`config.mk`:
```
export PLATFORM = sky130hd
export DESIGN_NAME = ghrc_ctrl
export DESIGN_NICKNAME = d
export VERILOG_FILES = /design/src/rtl/ghrc_pkg.sv /design/src/rtl/ghrc_ctrl.sv
export SDC_FILE = /design/constraint.sdc
export NUM_CORES = 1
export LEC_CHECK = 0
export BUFFER_PORTS_ARGS = -buffer_cell sky130_fd_sc_hd__buf_2
export CORE_MARGIN = 2
export CORE_UTILIZATION = 53
export DETAILED_ROUTE_END_ITERATION = 6
export HOLD_SLACK_MARGIN = 0.06
export PLACE_DENSITY = 0.94
export SYNTH_ARGS = -nofsm -noshare
export SYNTH_HDL_FRONTEND = slang
export SYNTH_SLANG_ARGS = --single-unit
```
`constraint.sdc`:
```
create_clock -name i_clk -period 3.3 [get_ports i_clk]
set_clock_uncertainty 0.1 [all_clocks]
set_input_delay 0.165 -clock i_clk [delete_from_list [all_inputs] [get_ports i_clk]]
set_output_delay 0.165 -clock i_clk [all_outputs]
set_load 0.02 [all_outputs]
```
`src/rtl/ghrc_pkg.sv`:
```
// Shared types and constants of the grouped histogram range count block.
`default_nettype none

package ghrc_pkg;

    localparam int CMD_W  = 2;
    localparam int GC_W   = 3;
    localparam int CNT_W  = 4;
    localparam int SUM_W  = 9;
    localparam int FREQ_W = 32;

    typedef enum logic [CMD_W-1:0] {
        CMD_LOAD = 2'd0,
        CMD_AND  = 2'd1,
        CMD_OR   = 2'd2,
        CMD_AVG  = 2'd3
    } t_cmd;

    typedef enum logic [2:0] {
        ST_CLEAR,
        ST_IDLE,
        ST_SCAN,
        ST_DRAIN,
        ST_DONE
    } t_state;

    typedef struct packed {
        logic             query_start;
        logic             load_total;
        logic             beat_valid;
        logic [CNT_W-1:0] beat_k;
        logic [SUM_W-1:0] beat_s;
        logic             out_load;
    } t_acc_ctl;

endpackage

`default_nettype wire

```
`src/rtl/ghrc_ctrl.sv`:
```
// Sequencer for the clearing pass, cell loads and the table scan of a query.
`default_nettype none

module ghrc_ctrl #(
    parameter int MAX_GROUP_COUNT = 7,
    parameter int MAX_GROUP_SUM   = 350,
    parameter int SUM_SLOTS       = 512,
    parameter int ADDR_W          = $clog2((MAX_GROUP_COUNT + 1) * SUM_SLOTS)
) (
    input  logic                              i_clk,
    input  logic                              i_rst_n,
    input  logic                              i_in_valid,
    output logic                              o_in_ready,
    input  logic [ghrc_pkg::CMD_W-1:0]        i_cmd,
    input  logic [ghrc_pkg::GC_W-1:0]         i_group_count,
    input  logic [ghrc_pkg::SUM_W-1:0]        i_group_sum,
    input  logic                              i_out_free,
    output ghrc_pkg::t_acc_ctl                o_ctl,
    output logic                              o_mem_we,
    output logic                              o_mem_wzero,
    output logic [ADDR_W-1:0]                 o_mem_waddr,
    output logic                              o_mem_re,
    output logic [ADDR_W-1:0]                 o_mem_raddr
);

    import ghrc_pkg::*;

    localparam int ROWS  = MAX_GROUP_COUNT + 1;
    localparam int DEPTH = ROWS * SUM_SLOTS;
    localparam logic [SUM_W-1:0] SUM_TOP =
        SUM_W'((MAX_GROUP_SUM < SUM_SLOTS) ? MAX_GROUP_SUM : SUM_SLOTS - 1);
    localparam logic [CNT_W-1:0]  K_TOP   = CNT_W'(MAX_GROUP_COUNT);
    localparam logic [ADDR_W-1:0] CLR_TOP = ADDR_W'(DEPTH - 1);
    localparam logic [ADDR_W-1:0] SLOT_A  = ADDR_W'(SUM_SLOTS);

    t_state           r_state, n_state;
    logic [ADDR_W-1:0] r_clr, n_clr;
    logic [CNT_W-1:0] r_k, n_k;
    logic [SUM_W-1:0] r_s, n_s;
    logic             r_beat_valid;
    logic [CNT_W-1:0] r_beat_k;
    logic [SUM_W-1:0] r_beat_s;

    t_cmd cmd;
    logic accept;
    logic is_load;
    logic load_ok;
    logic scan_last;

    assign cmd       = t_cmd'(i_cmd);
    assign accept    = i_in_valid && (r_state == ST_IDLE);
    assign is_load   = (cmd == CMD_LOAD);
    assign load_ok   = ({1'b0, i_group_count} <= K_TOP) && (i_group_sum <= SUM_TOP);
    assign scan_last = (r_k == K_TOP) && (r_s == SUM_TOP);

    always_comb begin
        n_state = r_state;
        unique case (r_state)
            ST_CLEAR: begin
                if (r_clr == CLR_TOP) begin
                    n_state = ST_IDLE;
                end
            end
            ST_IDLE: begin
                if (accept && !is_load) begin
                    n_state = ST_SCAN;
                end
            end
            ST_SCAN: begin
                if (scan_last) begin
                    n_state = ST_DRAIN;
                end
            end
            ST_DRAIN: begin
                n_state = ST_DONE;
            end
            ST_DONE: begin
                if (i_out_free) begin
                    n_state = ST_IDLE;
                end
            end
            default: begin
                n_state = ST_CLEAR;
            end
        endcase
    end

    always_comb begin
        o_in_ready        = (r_state == ST_IDLE);
        o_mem_we          = 1'b0;
        o_mem_wzero       = 1'b0;
        o_mem_waddr       = ADDR_W'(i_group_count) * SLOT_A + ADDR_W'(i_group_sum);
        o_mem_re          = (r_state == ST_SCAN);
        o_mem_raddr       = ADDR_W'(r_k) * SLOT_A + ADDR_W'(r_s);
        o_ctl.query_start = 1'b0;
        o_ctl.load_total  = 1'b0;
        o_ctl.beat_valid  = r_beat_valid;
        o_ctl.beat_k      = r_beat_k;
        o_ctl.beat_s      = r_beat_s;
        o_ctl.out_load    = 1'b0;
        unique case (r_state)
            ST_CLEAR: begin
                o_mem_we    = 1'b1;
                o_mem_wzero = 1'b1;
                o_mem_waddr = r_clr;
            end
            ST_IDLE: begin
                o_mem_we          = accept && is_load && load_ok;
                o_ctl.load_total  = accept && is_load && load_ok;
                o_ctl.query_start = accept && !is_load;
            end
            ST_DONE: begin
                o_ctl.out_load = i_out_free;
            end
            default: begin
            end
        endcase
    end

    always_comb begin
        n_clr = r_clr + ADDR_W'(1);
        n_k   = r_k;
        n_s   = r_s;
        if (r_state == ST_IDLE) begin
            n_k = CNT_W'(1);
            n_s = '0;
        end else if (r_state == ST_SCAN) begin
            if (r_s == SUM_TOP) begin
                n_s = '0;
                n_k = r_k + CNT_W'(1);
            end else begin
                n_s = r_s + SUM_W'(1);
            end
        end
    end

    always_ff @(posedge i_clk) begin
        if (!i_rst_n) begin
            r_state      <= ST_CLEAR;
            r_clr        <= '0;
            r_beat_valid <= 1'b0;
        end else begin
            r_state      <= n_state;
            r_clr        <= n_clr;
            r_beat_valid <= (r_state == ST_SCAN);
        end
    end

    always_ff @(posedge i_clk) begin
        r_k      <= n_k;
        r_s      <= n_s;
        r_beat_k <= r_k;
        r_beat_s <= r_s;
    end

    a_beat_from_scan: assert property (@(posedge i_clk) disable iff (!i_rst_n)
        r_beat_valid |-> $past(r_state == ST_SCAN))
        else $error("Read data tagged valid without a scan read issued.");

    a_scan_in_table: assert property (@(posedge i_clk) disable iff (!i_rst_n)
        (r_state == ST_SCAN) |-> (r_k != '0) && (r_k <= K_TOP) && (r_s <= SUM_TOP))
        else $error("Scan address left the populated part of the table.");

    a_done_drained: assert property (@(posedge i_clk) disable iff (!i_rst_n)
        (r_state == ST_DONE) |-> !r_beat_valid)
        else $error("Result offered while read data is still in flight.");

endmodule

`default_nettype wire

```
==> results_dict.tcl <==
set metrics [dict create \
    antenna_found_initial 0 \
    crit_type "reg2out" \
    cts.sinks 42 \
    drtAntennaViolNets 0 \
    max_freq_ghz 0.414 \
    critPathMaxStageDelay_ns 0.82 \
    postCtsSetupBuffers 0 \
    synth_warnings 0 \
    synth_edf_count 0 \
    drtIter0Drc 95 \
    critPathTopFamily "simple AND/OR/NAND/NOR gates" \
    syn_area_um2 1900 \
    h-tree-depth 2 \
    cts_tree "done" \
    numCtsBuffers 5 \
    dieWidth_um 63.8 \
    seq_area_frac_synth_pct 44.3 \
    fin_crit_ns 2.42 \
    powerDensity_nw_per_um2 683 \
    yosysTopAreaCell "dfxtp_1" \
    cp.arrival_ns 2.15 \
    yosys_most_used_dff "dfxtp_1" \
    gp_congestion 0.788 \
    vias_per_cell 5.15 \
    reg2reg_depth 4 \
    async_flop_share_pct 0 \
    critical_path_required_ns 3.03 \
    cp.buffers_inverters 1 \
    num_vias 1513 \
    ir_drop_mv 0.335 \
    r2r_end "r_s[5]$_SDFFE_PP0P_" \
    initial_core_util_pct 56.0 \
    grt_pass1_vias 1354 \
    finalSetupViolCount 0 \
    drt_first_pass_iters 4 \
    rsz0062_at_grt "no" \
    cts.hold.buffers_added 1 \
    clkTransAtPathRegs_ns 0.12 \
    hold_path.class "in2reg" \
    antenna_cells 0 \
    synth_top_family_by_area "simple AND/OR/NAND/NOR gates" \
    min_period_over_period_pct 73.2 \
    synth_most_common_cell "dfxtp_1" \
    core_area_um2 3390 \
    tightest_slew_ns 0.999 \
    synthTopCellsByCount "dfxtp_1, nand2_1, xnor2_1, and2_1, mux2_2" \
    hold_viol 0 \
    netlist_instances 187 \
    worstHoldPathCells 3 \
    multi_input_area_um2 967 \
    grt_overflow 0 \
    synth-seq-cells 42 \
    clk_latency_ns 0.34 \
    avgSynthCellArea_um2 10.1 \
    synth.area.top_cells "dfxtp_1, mux2_2, xnor2_1" \
    synth_xor_area_share_pct 8.31 \
    routedWlPerCell_um 12.3 \
    synthSimpleGateAreaFrac_pct 26.5 \
    fp.dieH_um 63.8 \
    slew-limit-headroom_pct 33.0 \
    clk_path_buf_depth 2 \
    worstHoldEndpoint "r_state[2]$_SDFFE_PN0P_" \
    fillCellCount 244 \
    num_io_pins 63 \
    endpoint_kind "primary output" \
    dpl.hpwl_um 2750 \
    drive_gt1_share_pct 38.3 \
    status "completed" \
    port_buffers 62 \
    syn2layout_area_growth_pct 20.2 \
    final_cell_area_um2 2280 \
    wl_um 3600 \
    cts_root_buf "clkbuf_4" \
    seqCellArea_um2 841 \
    drv_cap 0 \
    crit_slowest_cell "nor3_2" \
    crit_chain "nor3_2 > mux2_2 > buf_2" \
    hp-start "i_out_free" \
    synth_top_area_share_pct 44.3 \
    ff2ff_setup_slack_ns 1.35 \
    ys_types 42 \
    grt_max_degree 17 \
    rows 21 \
    dpl_cell_area_um2 2190 \
    finalSetupTns_ns 0 \
    worstPathMaxFanout 15 \
    synthAdderAreaFrac_pct 2.64 \
    die_area_um2 4070 \
    synth_mux_area_share_pct 8.18 \
    grtUsageTotal_pct 18.1 \
    syn_nets 209 \
    drc 0 \
    start_kind "flop" \
    leakage_nw 1.10 \
    fin_util_pct 67.3 \
    final_max_slew_viol_count 0 \
    synth_compound_area_share_pct 5.08 \
    post_cts_resized 0 \
    r2r-start "r_state[1]$_SDFFE_PN0P_" \
    grt_pass1_wl_um 5780 \
    nNetsFinal 269 \
]
[cells in the final DEF (no fill, tap or decap), types with 2 or more instances in the layout]
cell type	instances
mux2_2	12
or2_2	3
nor2b_1	2
clkbuf_4	5
dfxtp_1	42
nand2_1	15
nor2_1	11
a21boi_0	2
o31ai_1	2
ha_1	4
mux2i_1	2
and2_1	12
nor4_4	2
a21oi_1	3
xnor2_1	13
and3_1	5
nand4_1	4
xor2_1	5
buf_2	62
nor3_1	3
or4_1	2
o21ai_0	3
inv_1	4
nand3_1	7
nand4b_1	2
[worst min-delay path, stage by stage]
cell,delay (ns)
buf_2,0.10
o21ai_0,0.07
and2_1,0.14
[state kept, by name (all words and copies together), names as in the netlist]
name / cells
r_state: 3
r_beat_k: 4
r_k: 4
r_clr: 12
r_beat_valid: 1
r_s: 9
r_beat_s: 9
[cell families (layout without fill, tap and decap cells)]
group           after synthesis  after routing
simple gates                 81             81
flops                        42             42
xor+xnor                     18             18
compound gates               14             14
mux                          14             14
buf+inv                      14             75
fa+ha+maj                     4              4
[through the flow]
stage / cells / setup slack [ns] / power [mW] / hold slack [ns]
2_1_floorplan: 187 / 1.34 / 1.12 / 0.187
3_3_place_gp: 285 / 1.30 / 1.23 / 0.274
3_5_place_dp: 285 / 1.25 / 1.25 / 0.274
4_1_cts: 294 / 0.848 / 1.57 / 0.0624
5_1_grt: 294 / 0.735 / 1.64 / 0.0682
6_report: 294 / 0.883 / 1.56 / 0.0753
[per-layer routing]
metal / GRT usage, % / vias up / wire (um)
met5: 0 / - / 0
met4: 7.07 / 0 / 41
met3: 5.11 / 5 / 216
met2: 32.8 / 52 / 1780
met1: 19.6 / 693 / 1560
li1: - / 763 / -
[area by class of cell]
class                   count  share of cell area, %
clock buffers               6                   1.81
inverters                   4                  0.659
repair buffers             63                   14.1
flip-flops and latches     42                   36.9
well taps                  46                   2.52
clock inverters             2                   1.65
multi-input cells         131                   42.4
[report_power, final]
part / internal (mW) / switching, mW / total [mW]
combinational: 0.252 / 0.366 / 0.618
clock: 0.160 / 0.160 / 0.319
sequential: 0.558 / 0.0608 / 0.619
[worst max path at each step]
| stage | cells past startpoint | slack, ns | from | end |
|---|---|---|---|---|
| after detailed placement | 3 | 1.25 | r_state[2]$_SDFFE_PN0P_ | o_mem_waddr[2] |
| final | 3 | 0.88 | r_state[0]$_SDFFE_PN0P_ | o_mem_waddr[2] |
| after global routing | 3 | 0.73 | r_state[2]$_SDFFE_PN0P_ | o_mem_waddr[4] |
| after CTS | 3 | 0.85 | r_state[2]$_SDFFE_PN0P_ | o_mem_waddr[2] |
| after global placement | 3 | 1.30 | r_state[0]$_SDFFE_PN0P_ | o_mem_waddr[3] |
| after floorplan | 5 | 1.34 | r_state[0]$_SDFFE_PN0P_ | o_mem_we |
No activity file was read; power rests on OpenSTA's default activity.
