--- src/rtl/ghrc_pkg.sv ---
// Shared types and constants of the grouped histogram range count block.
`default_nettype none

package ghrc_pkg;

    localparam int CMD_W  = 2;
    localparam int GC_W   = 3;
    localparam int CNT_W  = 4;
    localparam int SUM_W  = 9;
    localparam int FREQ_W = 32;

    typedef enum logic [CMD_W-1:0] {
        CMD_LOAD = 2'd0,
        CMD_AND  = 2'd1,
        CMD_OR   = 2'd2,
        CMD_AVG  = 2'd3
    } t_cmd;

    typedef enum logic [2:0] {
        ST_CLEAR,
        ST_IDLE,
        ST_SCAN,
        ST_DRAIN,
        ST_DONE
    } t_state;

    typedef struct packed {
        logic             query_start;
        logic             load_total;
        logic             beat_valid;
        logic [CNT_W-1:0] beat_k;
        logic [SUM_W-1:0] beat_s;
        logic             out_load;
    } t_acc_ctl;

endpackage

`default_nettype wire

--- src/rtl/ghrc_accum.sv ---
// Per-count totals, query predicate, saturating accumulator and result register.
`default_nettype none

module ghrc_accum #(
    parameter int MAX_GROUP_COUNT = 7
) (
    input  logic                         i_clk,
    input  logic                         i_rst_n,
    input  ghrc_pkg::t_acc_ctl           i_ctl,
    input  logic [ghrc_pkg::CMD_W-1:0]   i_cmd,
    input  logic [ghrc_pkg::GC_W-1:0]    i_group_count,
    input  logic [ghrc_pkg::FREQ_W-1:0]  i_frequency,
    input  logic [ghrc_pkg::SUM_W-1:0]   i_low_bound,
    input  logic [ghrc_pkg::SUM_W-1:0]   i_high_bound,
    input  logic [ghrc_pkg::CNT_W-1:0]   i_count_low,
    input  logic [ghrc_pkg::CNT_W-1:0]   i_count_high,
    input  logic [ghrc_pkg::FREQ_W-1:0]  i_rdata,
    output logic                         o_out_free,
    output logic                         o_out_valid,
    input  logic                         i_out_ready,
    output logic [ghrc_pkg::FREQ_W-1:0]  o_cardinality
);

    import ghrc_pkg::*;

    localparam int ROWS  = MAX_GROUP_COUNT + 1;
    localparam int KW    = $clog2(ROWS);
    localparam int PRD_W = SUM_W + CNT_W;

    logic [FREQ_W-1:0] r_totals [ROWS];
    t_cmd              r_cmd;
    logic [SUM_W-1:0]  r_lo, r_hi;
    logic [CNT_W-1:0]  r_cl, r_ch;
    logic [FREQ_W-1:0] r_acc, n_acc;
    logic              r_out_valid;
    logic [FREQ_W-1:0] r_cardinality;

    logic [KW-1:0]     ld_idx;
    logic [KW-1:0]     rd_idx;
    logic [FREQ_W:0]   tot_sum;
    logic              in_k, in_s, in_avg;
    logic [PRD_W-1:0]  avg_lo, avg_hi, s_ext;
    logic [FREQ_W-1:0] addend;
    logic [FREQ_W:0]   acc_sum;

    assign ld_idx  = KW'(i_group_count);
    assign rd_idx  = i_ctl.beat_k[KW-1:0];
    assign tot_sum = {1'b0, r_totals[ld_idx]} + {1'b0, i_frequency};

    assign in_k   = (i_ctl.beat_k >= r_cl) && (i_ctl.beat_k <= r_ch);
    assign in_s   = (i_ctl.beat_s >= r_lo) && (i_ctl.beat_s <= r_hi);
    assign avg_lo = PRD_W'(r_lo) * PRD_W'(i_ctl.beat_k);
    assign avg_hi = PRD_W'(r_hi) * PRD_W'(i_ctl.beat_k);
    assign s_ext  = PRD_W'(i_ctl.beat_s);
    assign in_avg = (avg_lo <= s_ext) && (s_ext <= avg_hi);

    always_comb begin
        addend = '0;
        unique case (r_cmd)
            CMD_AND: begin
                if (in_k && in_s) begin
                    addend = i_rdata;
                end
            end
            CMD_OR: begin
                if (in_k) begin
                    if (i_ctl.beat_s == '0) begin
                        addend = r_totals[rd_idx];
                    end
                end else if (in_s) begin
                    addend = i_rdata;
                end
            end
            CMD_AVG: begin
                if (in_k && in_avg) begin
                    addend = i_rdata;
                end
            end
            default: begin
            end
        endcase
    end

    assign acc_sum = {1'b0, r_acc} + {1'b0, addend};

    always_comb begin
        n_acc = r_acc;
        if (i_ctl.query_start) begin
            n_acc = '0;
        end else if (i_ctl.beat_valid) begin
            n_acc = acc_sum[FREQ_W] ? '1 : acc_sum[FREQ_W-1:0];
        end
    end

    always_ff @(posedge i_clk) begin
        if (!i_rst_n) begin
            for (int i = 0; i < ROWS; i++) begin
                r_totals[i] <= '0;
            end
            r_out_valid <= 1'b0;
        end else begin
            if (i_ctl.load_total) begin
                r_totals[ld_idx] <= tot_sum[FREQ_W] ? '1 : tot_sum[FREQ_W-1:0];
            end
            if (i_ctl.out_load) begin
                r_out_valid <= 1'b1;
            end else if (i_out_ready) begin
                r_out_valid <= 1'b0;
            end
        end
    end

    always_ff @(posedge i_clk) begin
        r_acc <= n_acc;
        if (i_ctl.query_start) begin
            r_cmd <= t_cmd'(i_cmd);
            r_lo  <= i_low_bound;
            r_hi  <= i_high_bound;
            r_cl  <= i_count_low;
            r_ch  <= i_count_high;
        end
        if (i_ctl.out_load) begin
            r_cardinality <= r_acc;
        end
    end

    assign o_out_free    = !r_out_valid || i_out_ready;
    assign o_out_valid   = r_out_valid;
    assign o_cardinality = r_cardinality;

    a_load_into_free: assert property (@(posedge i_clk) disable iff (!i_rst_n)
        i_ctl.out_load |-> o_out_free)
        else $error("Result register loaded while it still holds an untaken item.");

    a_sat_sticky: assert property (@(posedge i_clk) disable iff (!i_rst_n)
        (r_acc == '1) && i_ctl.beat_valid && !i_ctl.query_start |=> (r_acc == '1))
        else $error("Saturated accumulator dropped below the maximum.");

    a_total_grows: assert property (@(posedge i_clk) disable iff (!i_rst_n)
        i_ctl.load_total |=> (r_totals[$past(ld_idx)] >= $past(r_totals[ld_idx])))
        else $error("Count total decreased on a load.");

endmodule

`default_nettype wire

--- config.mk ---
export PLATFORM = sky130hd
export DESIGN_NAME = ghrc_accum
export DESIGN_NICKNAME = d
export VERILOG_FILES = /design/src/rtl/ghrc_pkg.sv /design/src/rtl/ghrc_accum.sv
export SDC_FILE = /design/constraint.sdc
export NUM_CORES = 1
export LEC_CHECK = 0
export CORE_MARGIN = 5
export CORE_UTILIZATION = 40
export DETAILED_ROUTE_END_ITERATION = 6
export DONT_BUFFER_PORTS = 1
export PLACE_DENSITY_LB_ADDON = 0.08
export SLEW_MARGIN = 20
export SYNTH_ARGS = -nofsm -noshare
export SYNTH_HDL_FRONTEND = slang
export SYNTH_SLANG_ARGS = --single-unit
--- constraint.sdc ---
create_clock -name i_clk -period 14.1 [get_ports i_clk]
set_clock_uncertainty 0.2 [all_clocks]
set_input_delay 3.525 -clock i_clk [delete_from_list [all_inputs] [get_ports i_clk]]
set_output_delay 3.525 -clock i_clk [all_outputs]
set_load 0.01 [all_outputs]
==> results.py <==
metrics = {
    "drt": {
        "vias": 17100,
        "drc_errors": 0,
        "dr.pass1.iters": 5,
        "vias_per_cell": 6.02,
        "wl_um": 74100,
        "first_iter_violations": 1517,
        "antenna_left": 0,
        "wl_per_cell_um": 26.1,
    },
    "floorplanning": {
        "die_area_mm2": 0.0614,
        "rows": 87,
        "core_mm2": 0.0562,
        "die_y_um": 248,
        "initial_core_util_pct": 40.2,
        "io_pins": 149,
        "fp.dieW_um": 248,
    },
    "setup_path": {
        "worst-path-max-fanout": 52,
        "cp_slowest_cell": "fa_1",
        "worst_setup_path_start_kind": "input port",
        "end_kind": "flip-flop",
        "cp_num_buf_inv": 4,
        "cpPeakStageDelay_ns": 0.54,
        "crit_arrival_ns": 10.16,
        "worst-setup-path-type": "in -> reg",
        "r2r_start": "r_lo[3]$_DFFE_PP_",
        "rrSetupSlack_ns": 6.65,
        "cp.required_ns": 14.35,
        "crit_family": "compound AO/OA/AOI/OAI gates",
        "r2r_end": "r_acc[15]$_SDFFE_PP0P_",
        "worstRegToRegCells": 30,
    },
    "sta": {
        "tns_ns": 0,
        "setup_viol": 0,
        "fin_ws_ns": 4.19,
        "worstMarginPinSlew_ns": 1.07,
        "rsz0062_at_grt": "no",
        "relSlewSlack_pct": 28.3,
        "timing.final.crit_share_pct": 70.3,
        "finalCriticalPeriod_ns": 9.91,
        "drv_slew": 0,
        "hold_violations": 0,
        "timing.fmax_ghz": 0.101,
    },
    "yosys": {
        "synthTopCellsByCount": "nor2_1, edfxtp_1, ha_1",
        "synthFlopType": "edfxtp_1",
        "yosys_warnings": 0,
        "synth_top_area_share_pct": 42.0,
        "synth_fp_nets": 2374,
        "netlist_instances": 2087,
        "syn_area_mm2": 0.0226,
        "ys_seq_area_share_pct": 44.9,
        "synthTopCellsByArea": "edfxtp_1, ha_1, mux4_2",
        "syn_area_per_cell_um2": 10.8,
        "synth_edf_count": 316,
        "synth_cell_type_count": 82,
        "yosysMostFrequentCell": "nor2_1",
        "yosysTopAreaCell": "edfxtp_1",
        "ys_ff_latch": 349,
        "async_reset_ff_share_pct": 0,
    },
    "worst_hold_path": {
        "min_from": "r_acc[28]$_SDFFE_PP0P_",
        "hold-path-endpoint": "o_cardinality[28]$_DFFE_PP_",
        "hp-class": "reg -> reg",
        "hold_depth": 0,
    },
    "grt": {
        "grt_start_max_net_pins": 85,
        "grt_usage_pct": 23.8,
        "grt_overflow": 0,
        "antenna_found_initial": 4,
        "grt_pass1_vias": 17200,
        "grt_pass1_wl_um": 110000,
    },
    "power_and_ir_drop": {
        "p_leak_nw": 9.40,
        "power.density_mw_per_mm2": 122,
        "ir_worst_vdd_uv": 84.2,
    },
    "clock_tree": {
        "root_buffer": "clkbuf_16",
        "cts_hold_buf": 0,
        "cts_tree": "done",
        "cts_buffers": 43,
        "clk_pin_slew_ns": 0.05,
        "clk_path_buf_depth": 3,
        "clock-sinks": 349,
        "cts_resized": 0,
        "cts_setup_buffers": 0,
        "h-tree-depth": 2,
        "insertion_delay_ns": 0.59,
    },
    "cells_and_area": {
        "instances_no_fill": 2833,
        "utilization_pct": 44.1,
        "area_growth_syn_to_layout_pct": 9.66,
        "final_area_mm2": 0.0248,
        "layout-drive-gt1-share_pct": 12.5,
        "nets": 2327,
    },
    "placement": {
        "dp_hpwl_um": 47400,
        "port-buffer-count": 0,
        "gp_congestion": 0.860,
        "placed_cells": 2751,
        "dpl_cell_area_mm2": 0.0233,
        "preCtsSetupSlack_ns": 3.61,
    },
    "outcome": {
        "run_status": "complete, no violations",
    },
    "flow_run": {
        "maxCapViolCount": 0,
    },
}
[cell type report]
| type | count | area [um^2] |
|---|---|---|
| Clock inverter | 23 | 231 |
| Sequential cell | 349 | 10100 |
| Fill cell | 5360 | 31400 |
| Clock buffer | 56 | 1200 |
| Tap cell | 756 | 946 |
| Antenna cell | 3 | 7.51 |
| Timing Repair Buffer | 32 | 240 |
| Inverter | 110 | 413 |
| Multi-Input combinational cell | 1504 | 11600 |
[state kept, by name, summed over array words and instances, names as in the netlist]
| register | flops |
|---|---|
| r_hi | 9 |
| r_cl | 4 |
| r_acc | 32 |
| o_out_valid | 1 |
| r_totals | 256 |
| r_cmd | 2 |
| r_ch | 4 |
| o_cardinality | 32 |
| r_lo | 9 |
[stage by stage]
stage	power, mW	hold slack (ns)
floorplan	1.76	0.237
global placement	1.93	0.263
detailed placement	1.94	0.263
CTS	3.06	0.281
global route	3.19	0.302
finish	3.03	0.279
[power breakdown]
| part | total, mW | switching, mW | leakage (nW) | internal (mW) |
|---|---|---|---|---|
| combinational | 0.686 | 0.425 | 5.18 | 0.261 |
| clock | 1.12 | 0.457 | 0.691 | 0.658 |
| sequential | 1.23 | 0.0406 | 3.53 | 1.19 |
[how the worst max path moves through the flow]
stage | from | end | slack (ns) | cells after the start
global route | i_ctl[11] | r_acc[28]$_SDFFE_PP0P_ | 3.65 | 29
global placement | i_ctl[11] | r_acc[28]$_SDFFE_PP0P_ | 3.84 | 29
finish | i_ctl[11] | r_acc[15]$_SDFFE_PP0P_ | 4.19 | 29
detailed placement | i_ctl[11] | r_acc[15]$_SDFFE_PP0P_ | 3.61 | 29
CTS | i_ctl[11] | r_acc[29]$_SDFFE_PP0P_ | 4.21 | 29
floorplan | i_ctl[12] | r_acc[28]$_SDFFE_PP0P_ | 3.90 | 31
[cell usage in the layout, fill, tap and decap left out, types with 13 or more instances in the layout]
cell type | synthesis | routed
nor2_1 | 334 | 331
nor2_2 | 12 | 15
clkbuf_16 | 0 | 45
a22oi_1 | 128 | 128
fa_1 | 30 | 30
ha_1 | 142 | 142
buf_4 | 2 | 32
a21oi_2 | 13 | 13
a32o_1 | 32 | 32
nand2_1 | 95 | 91
edfxtp_1 | 316 | 316
mux4_2 | 64 | 64
mux2_2 | 32 | 32
o21a_1 | 13 | 13
nand3_1 | 18 | 18
nand4_1 | 47 | 47
a21oi_1 | 81 | 81
nor3_1 | 27 | 26
nand2b_1 | 15 | 15
nor2b_1 | 13 | 13
a21o_1 | 27 | 27
a22o_1 | 32 | 32
xor2_1 | 21 | 21
xnor2_1 | 25 | 25
a211oi_1 | 45 | 45
and2_1 | 52 | 52
o21ai_0 | 57 | 57
dfxtp_1 | 33 | 33
inv_1 | 110 | 110
[cell families (layout without fill, tap and decap cells)]
logic type | count (synthesis) | count (layout) | share of synthesized area [%]
compound gates | 520 | 520 | 17.0
xor+xnor | 46 | 46 | 1.78
fa+ha+maj | 172 | 172 | 10.5
buf+inv | 234 | 221 | 3.98
flops | 349 | 349 | 44.9
mux | 102 | 102 | 8.27
other cells | 0 | 3 | 0
simple gates | 664 | 664 | 13.6
[layer usage]
layer / global-route usage (%) / part of all wire, % / vias up / routed length [um]
li1: - / - / 7801 / -
met1: 31.4 / 42 / 8505 / 31100
met2: 39.4 / 47 / 645 / 35000
met3: 5.79 / 8.2 / 115 / 6100
met4: 6.64 / 2.4 / 2 / 1810
met5: 0 / 0.0095 / - / 7
Note: power is estimated with default switching activity, not from simulation.
